**src/rtl/dpc_pkg.sv**
```systemverilog
package dpc_pkg;

    localparam int IN_WIDTH  = 8;
    localparam int OUT_WIDTH = 40;

    typedef enum logic [2:0] {
        ST_IDLE,
        ST_CLEAR,
        ST_PASS_SETUP,
        ST_UPDATE,
        ST_DRAIN,
        ST_READ,
        ST_READ_WAIT
    } state_t;

    typedef struct packed {
        logic load;
        logic clear_step;
        logic pass_start;
        logic upd_step;
        logic read_issue;
        logic finish;
    } dpc_cmd_t;

    typedef struct packed {
        logic clear_last;
        logic pass_last;
        logic upd_last;
    } dpc_status_t;

endpackage

```
**src/rtl/dpc_ctrl.sv**
```systemverilog
module dpc_ctrl (
    input  logic                clk,
    input  logic                rst_n,
    input  logic                start,
    input  dpc_pkg::dpc_status_t status,
    output logic                busy,
    output dpc_pkg::dpc_cmd_t   cmd
);
    import dpc_pkg::*;

    state_t state_reg;
    state_t state_next;

    always_ff @(posedge clk or negedge rst_n)
    begin
        if (!rst_n)
        begin
            state_reg <= ST_IDLE;
        end
        else
        begin
            state_reg <= state_next;
        end
    end

    always_comb
    begin
        state_next = state_reg;
        cmd        = '0;
        busy       = 1'b1;
        unique case (state_reg)
            ST_IDLE:
            begin
                busy = 1'b0;
                if (start)
                begin
                    cmd.load   = 1'b1;
                    state_next = ST_CLEAR;
                end
            end
            ST_CLEAR:
            begin
                cmd.clear_step = 1'b1;
                if (status.clear_last)
                begin
                    state_next = ST_PASS_SETUP;
                end
            end
            ST_PASS_SETUP:
            begin
                if (status.pass_last)
                begin
                    state_next = ST_READ;
                end
                else
                begin
                    cmd.pass_start = 1'b1;
                    state_next     = ST_UPDATE;
                end
            end
            ST_UPDATE:
            begin
                cmd.upd_step = 1'b1;
                if (status.upd_last)
                begin
                    state_next = ST_DRAIN;
                end
            end
            ST_DRAIN:
            begin
                state_next = ST_PASS_SETUP;
            end
            ST_READ:
            begin
                cmd.read_issue = 1'b1;
                state_next     = ST_READ_WAIT;
            end
            ST_READ_WAIT:
            begin
                cmd.finish = 1'b1;
                state_next = ST_IDLE;
            end
            default:
            begin
                state_next = ST_IDLE;
            end
        endcase
    end

endmodule

```
**config.mk**
```make
export PLATFORM = sky130hd
export DESIGN_NAME = dpc_ctrl
export DESIGN_NICKNAME = d
export VERILOG_FILES = /design/src/rtl/dpc_pkg.sv /design/src/rtl/dpc_ctrl.sv
export SDC_FILE = /design/constraint.sdc
export NUM_CORES = 1
export LEC_CHECK = 0
export BUFFER_PORTS_ARGS = -buffer_cell sky130_fd_sc_hd__clkbuf_2
export CORE_AREA = 2 2 39 41
export CTS_BUF_LIST = sky130_fd_sc_hd__clkbuf_8
export CTS_CLUSTER_SIZE = 25
export DETAILED_ROUTE_END_ITERATION = 10
export DIE_AREA = 0 0 41 43
export SKIP_CTS_REPAIR_TIMING = 1
export SLEW_MARGIN = 20
export SYNTH_ARGS = -nofsm -noshare
export SYNTH_HDL_FRONTEND = slang
export SYNTH_SLANG_ARGS = --single-unit
export TNS_END_PERCENT = 1
```
**constraint.sdc**
```tcl
create_clock -name clk -period 1.6 [get_ports clk]
set_clock_uncertainty 0.15 [all_clocks]
set_input_delay 0.32 -clock clk [delete_from_list [all_inputs] [get_ports clk]]
set_output_delay 0.32 -clock clk [all_outputs]
set_load 0.05 [all_outputs]
```
Word-level counts from Yosys, hierarchy flattened
Index checks and enable logic that the tools add are counted.
- bits in registers: 3
- bits in latches: 0
- bits in writable memories: 0
- ROM bits: 0
- input port bits: 6
- output and inout port bits: 7
- logic and storage cells: 26
- memories kept: 0
- $add $sub $neg: 0
- multipliers: 0
- divide/modulo/power cells: 0
- $lt $le $gt $ge: 0
- equal/unequal tests: 9
- shift operators: 0
- multiplexer cells: 14
- bitwise gates (word level): 0
- reduce and logical (&&, ||, !) cells: 2
- operators by type and width (cell ; count):
    case mux 3 bit (6 select lines) ; 1
    two-way mux 3 bit ; 4
    equality test 3 bit, second input constant ; 3
    two-way mux 1 bit ; 9
    equality test 3 x 2 -> 1 bit, second input constant ; 2
    inequality test 2 bit, second input constant ; 3
    equality test 3 x 1 -> 1 bit, second input constant ; 1
    zero test 3 bit ; 1
    AND reduction 3 bit ; 1

Logic depth before layout (Yosys ltp)
- word-level depth: 3
- depth in mapped cells: 4
- depth with buffers taken out: 3

Worst setup path after synthesis
OpenSTA, ideal clock, no wires.
- kind: register to output
- from: reg state_reg[2]
- to: out cmd[3] in the netlist's numbering
- arrival: 1.643 ns
- required time: 1.130 ns
- path slack: -0.513 ns
- cell stages (with the launch flop): 3
- buffers on the path: 0
- path through: dfrtp_1 nand2b_1 nor3_1
- RTL lines (element ; RTL line ; source):
    start: declaration ; dpc_ctrl.sv:11 ; state_t state_reg;
    start signal: assignment ; dpc_ctrl.sv:22 ; state_reg <= state_next;
    end: declaration ; dpc_ctrl.sv:7 ; output dpc_pkg::dpc_cmd_t cmd

==> qor.yml <==
grt:
  gr-total-overflow: 0
  grt_pass1_vias: 251
  antenna_found_initial: 0
  grt_max_degree: 8
  track_usage_pct: 9.36
  grt_pass1_wl_mm: 1.02
die:
  rows: 14
  core_mm2: 0.00138
  dieArea_mm2: 0.00176
  initial_core_util_pct: 15.0
  die_w_um: 41
  die_h_um: 43
  num_io_pins: 13
power:
  leakagePower_nw: 0.203
  finalPower_mw: 1.01
  vdd_drop_max_mv: 0.472
  powerDensity_mw_per_mm2: 2430
drt:
  first_pass_iters: 2
  drc_errors: 0
  vias: 237
  antenna_left: 0
  routed_wl_um: 557
  wl_per_cell_um: 9.44
  viasPerCell: 4.02
  first_iter_violations: 2
worst_hold_path:
  min_path_type: "primary input to flip-flop"
clock_tree:
  cts_tree: "yes"
  cts.sinks: 3
  clockBufferDepth: 2
  insertion_delay_ps: 210
  cts_buffers: 3
  clk_pin_slew_ps: 30
  root_buffer: "clkbuf_8"
  h-tree-depth: 1
place:
  post-place-cells: 54
  place_hpwl_um: 435
  io_buffers: 12
  gp_congestion: 0.669
critical_path:
  worstPathMaxFanout: 4
  path_class: "flip-flop to primary output"
  ff2ff_setup_slack_ps: 450
  end_kind: "primary output"
  arrival_ps: 1250
  start_kind: "flip-flop"
  cp.required_ps: 1130
sta:
  hold_slack_ps: 262
  rsz0062_at_grt: "yes"
  hold_viol: 0
  slew_violations: 0
  tightest_slew_ps: 249
  fin_ws_ps: -118
  finalCriticalPeriod_ps: 1720
  relSlewSlack_pct: 83.5
  setup_viol: 6
  fmax_ghz: 0.582
  fin_crit_sh_pct: 107
synth:
  ys_seq_area_share_pct: 36.1
  syn_area_per_cell_um2: 9.03
  synth_area_leader_cell: "dfrtp_1"
  yosysUniqueCellTypes: 16
  ys_warn_count: 0
  syn_area_um2: 208
  synth_fp_nets: 29
  synth_top_area_share_pct: 36.1
  ys_seq_elements: 3
  netlist_instances: 23
  synth.area.top_cells: "dfrtp_1 36%, nand2b_1 6.0%, nor3b_2 6.0%"
finish:
  drive_gt1_share_pct: 58.1
  diodes: 0
  final_cells: 59
  syn2layout_area_growth_pct: 99.4
  nets: 50
  largest_reg_flops: 3
run_status:
  violations: "negative setup slack"
  outcome: "finished, violations left"
flow_run:
  cap_violations: 0
-- report_power, final --
| group | switching [mW] | total (mW) | internal (mW) | leakage [nW] |
|---|---|---|---|---|
| logic | 0.396 | 0.653 | 0.257 | 0.139 |
| clock network | 0.0487 | 0.212 | 0.163 | 0.0269 |
| registers | 0.0303 | 0.142 | 0.112 | 0.0370 |
-- cell usage in the layout, fill, tap and decap left out, drive strengths merged --
cell type    netlist  routed
o21a               1       1
nand2b             2       2
o21bai             1       1
nor3               2       2
buf                1      11
a21oi              2       2
nor2               3       3
clkbuf             0       8
and3               1       1
mux2i              1       1
nor3b              1       1
a31oi              1       1
or3                1       1
inv                2       3
o21ai              1       1
dfrtp              3       3
dlygate4sd3        0       1
-- metrics by stage --
stage	setup TNS (ps)	utilization, %	instance area [µm²]	setup WS, ps
final	-298	29.9	414	-118
after global routing	-756	29.9	414	-166
after CTS	-920	26.1	362	-238
after detailed placement	-8.17	22.9	317	-8.17
after global placement	0	22.9	317	15.0
after floorplan	-566	-	218	-237
-- worst paths after layout --
kind / start / endpoint / cells after the start
max in group asynchronous: rst_n / state_reg[0] / 2
max reg2reg: state_reg[0] / state_reg[1] / 4
min reg2reg: state_reg[2] / state_reg[1] / 2
min: status[0] / state_reg[0] / 3
max: state_reg[2] / cmd[5] / 3
min in group asynchronous: rst_n / state_reg[2] / 2
-- cell type report --
| cell class | instances | area (µm²) |
|---|---|---|
| Clock buffer | 3 | 41.3 |
| Clock inverter | 1 | 3.75 |
| Fill cell | 160 | 970 |
| Inverter | 2 | 7.51 |
| Multi-Input combinational cell | 17 | 129 |
| Sequential cell | 3 | 75.1 |
| Tap cell | 16 | 20.0 |
| Timing Repair Buffer | 17 | 138 |
-- layer usage --
metal / wire [µm] / global-route usage [%] / vias up
li1: - / - / 120
met1: 209 / 10.4 / 105
met2: 267 / 11.6 / 10
met3: 66 / 6.28 / 2
met4: 13 / 8.00 / 0
met5: 0 / 0 / -
-- Yosys cell counts (all sizes together) --
| library cell | count |
|---|---|
| a21oi | 2 |
| a31oi | 1 |
| and3 | 1 |
| buf | 1 |
| dfrtp | 3 |
| inv | 2 |
| mux2i | 1 |
| nand2b | 2 |
| nor2 | 3 |
| nor3 | 2 |
| nor3b | 1 |
| o21a | 1 |
| o21ai | 1 |
| o21bai | 1 |
| or3 | 1 |
-- kinds of logic (layout without fill, tap and decap cells) --
kind of cell    count (synthesis)  in the layout  synth area share [%]
compound gates                  6              6                  17.5
buf+inv                         3             23                  9.04
simple gates                   10             10                  32.5
mux                             1              1                  4.82
flops                           3              3                  36.1
-- worst max-delay path, cell delays in order, from the launching register on --
cell and delay (ps):
dfrtp_1 390, or3_4 390, nor2_4 100, buf_8 150
Note: power is estimated with default switching activity, not from simulation.
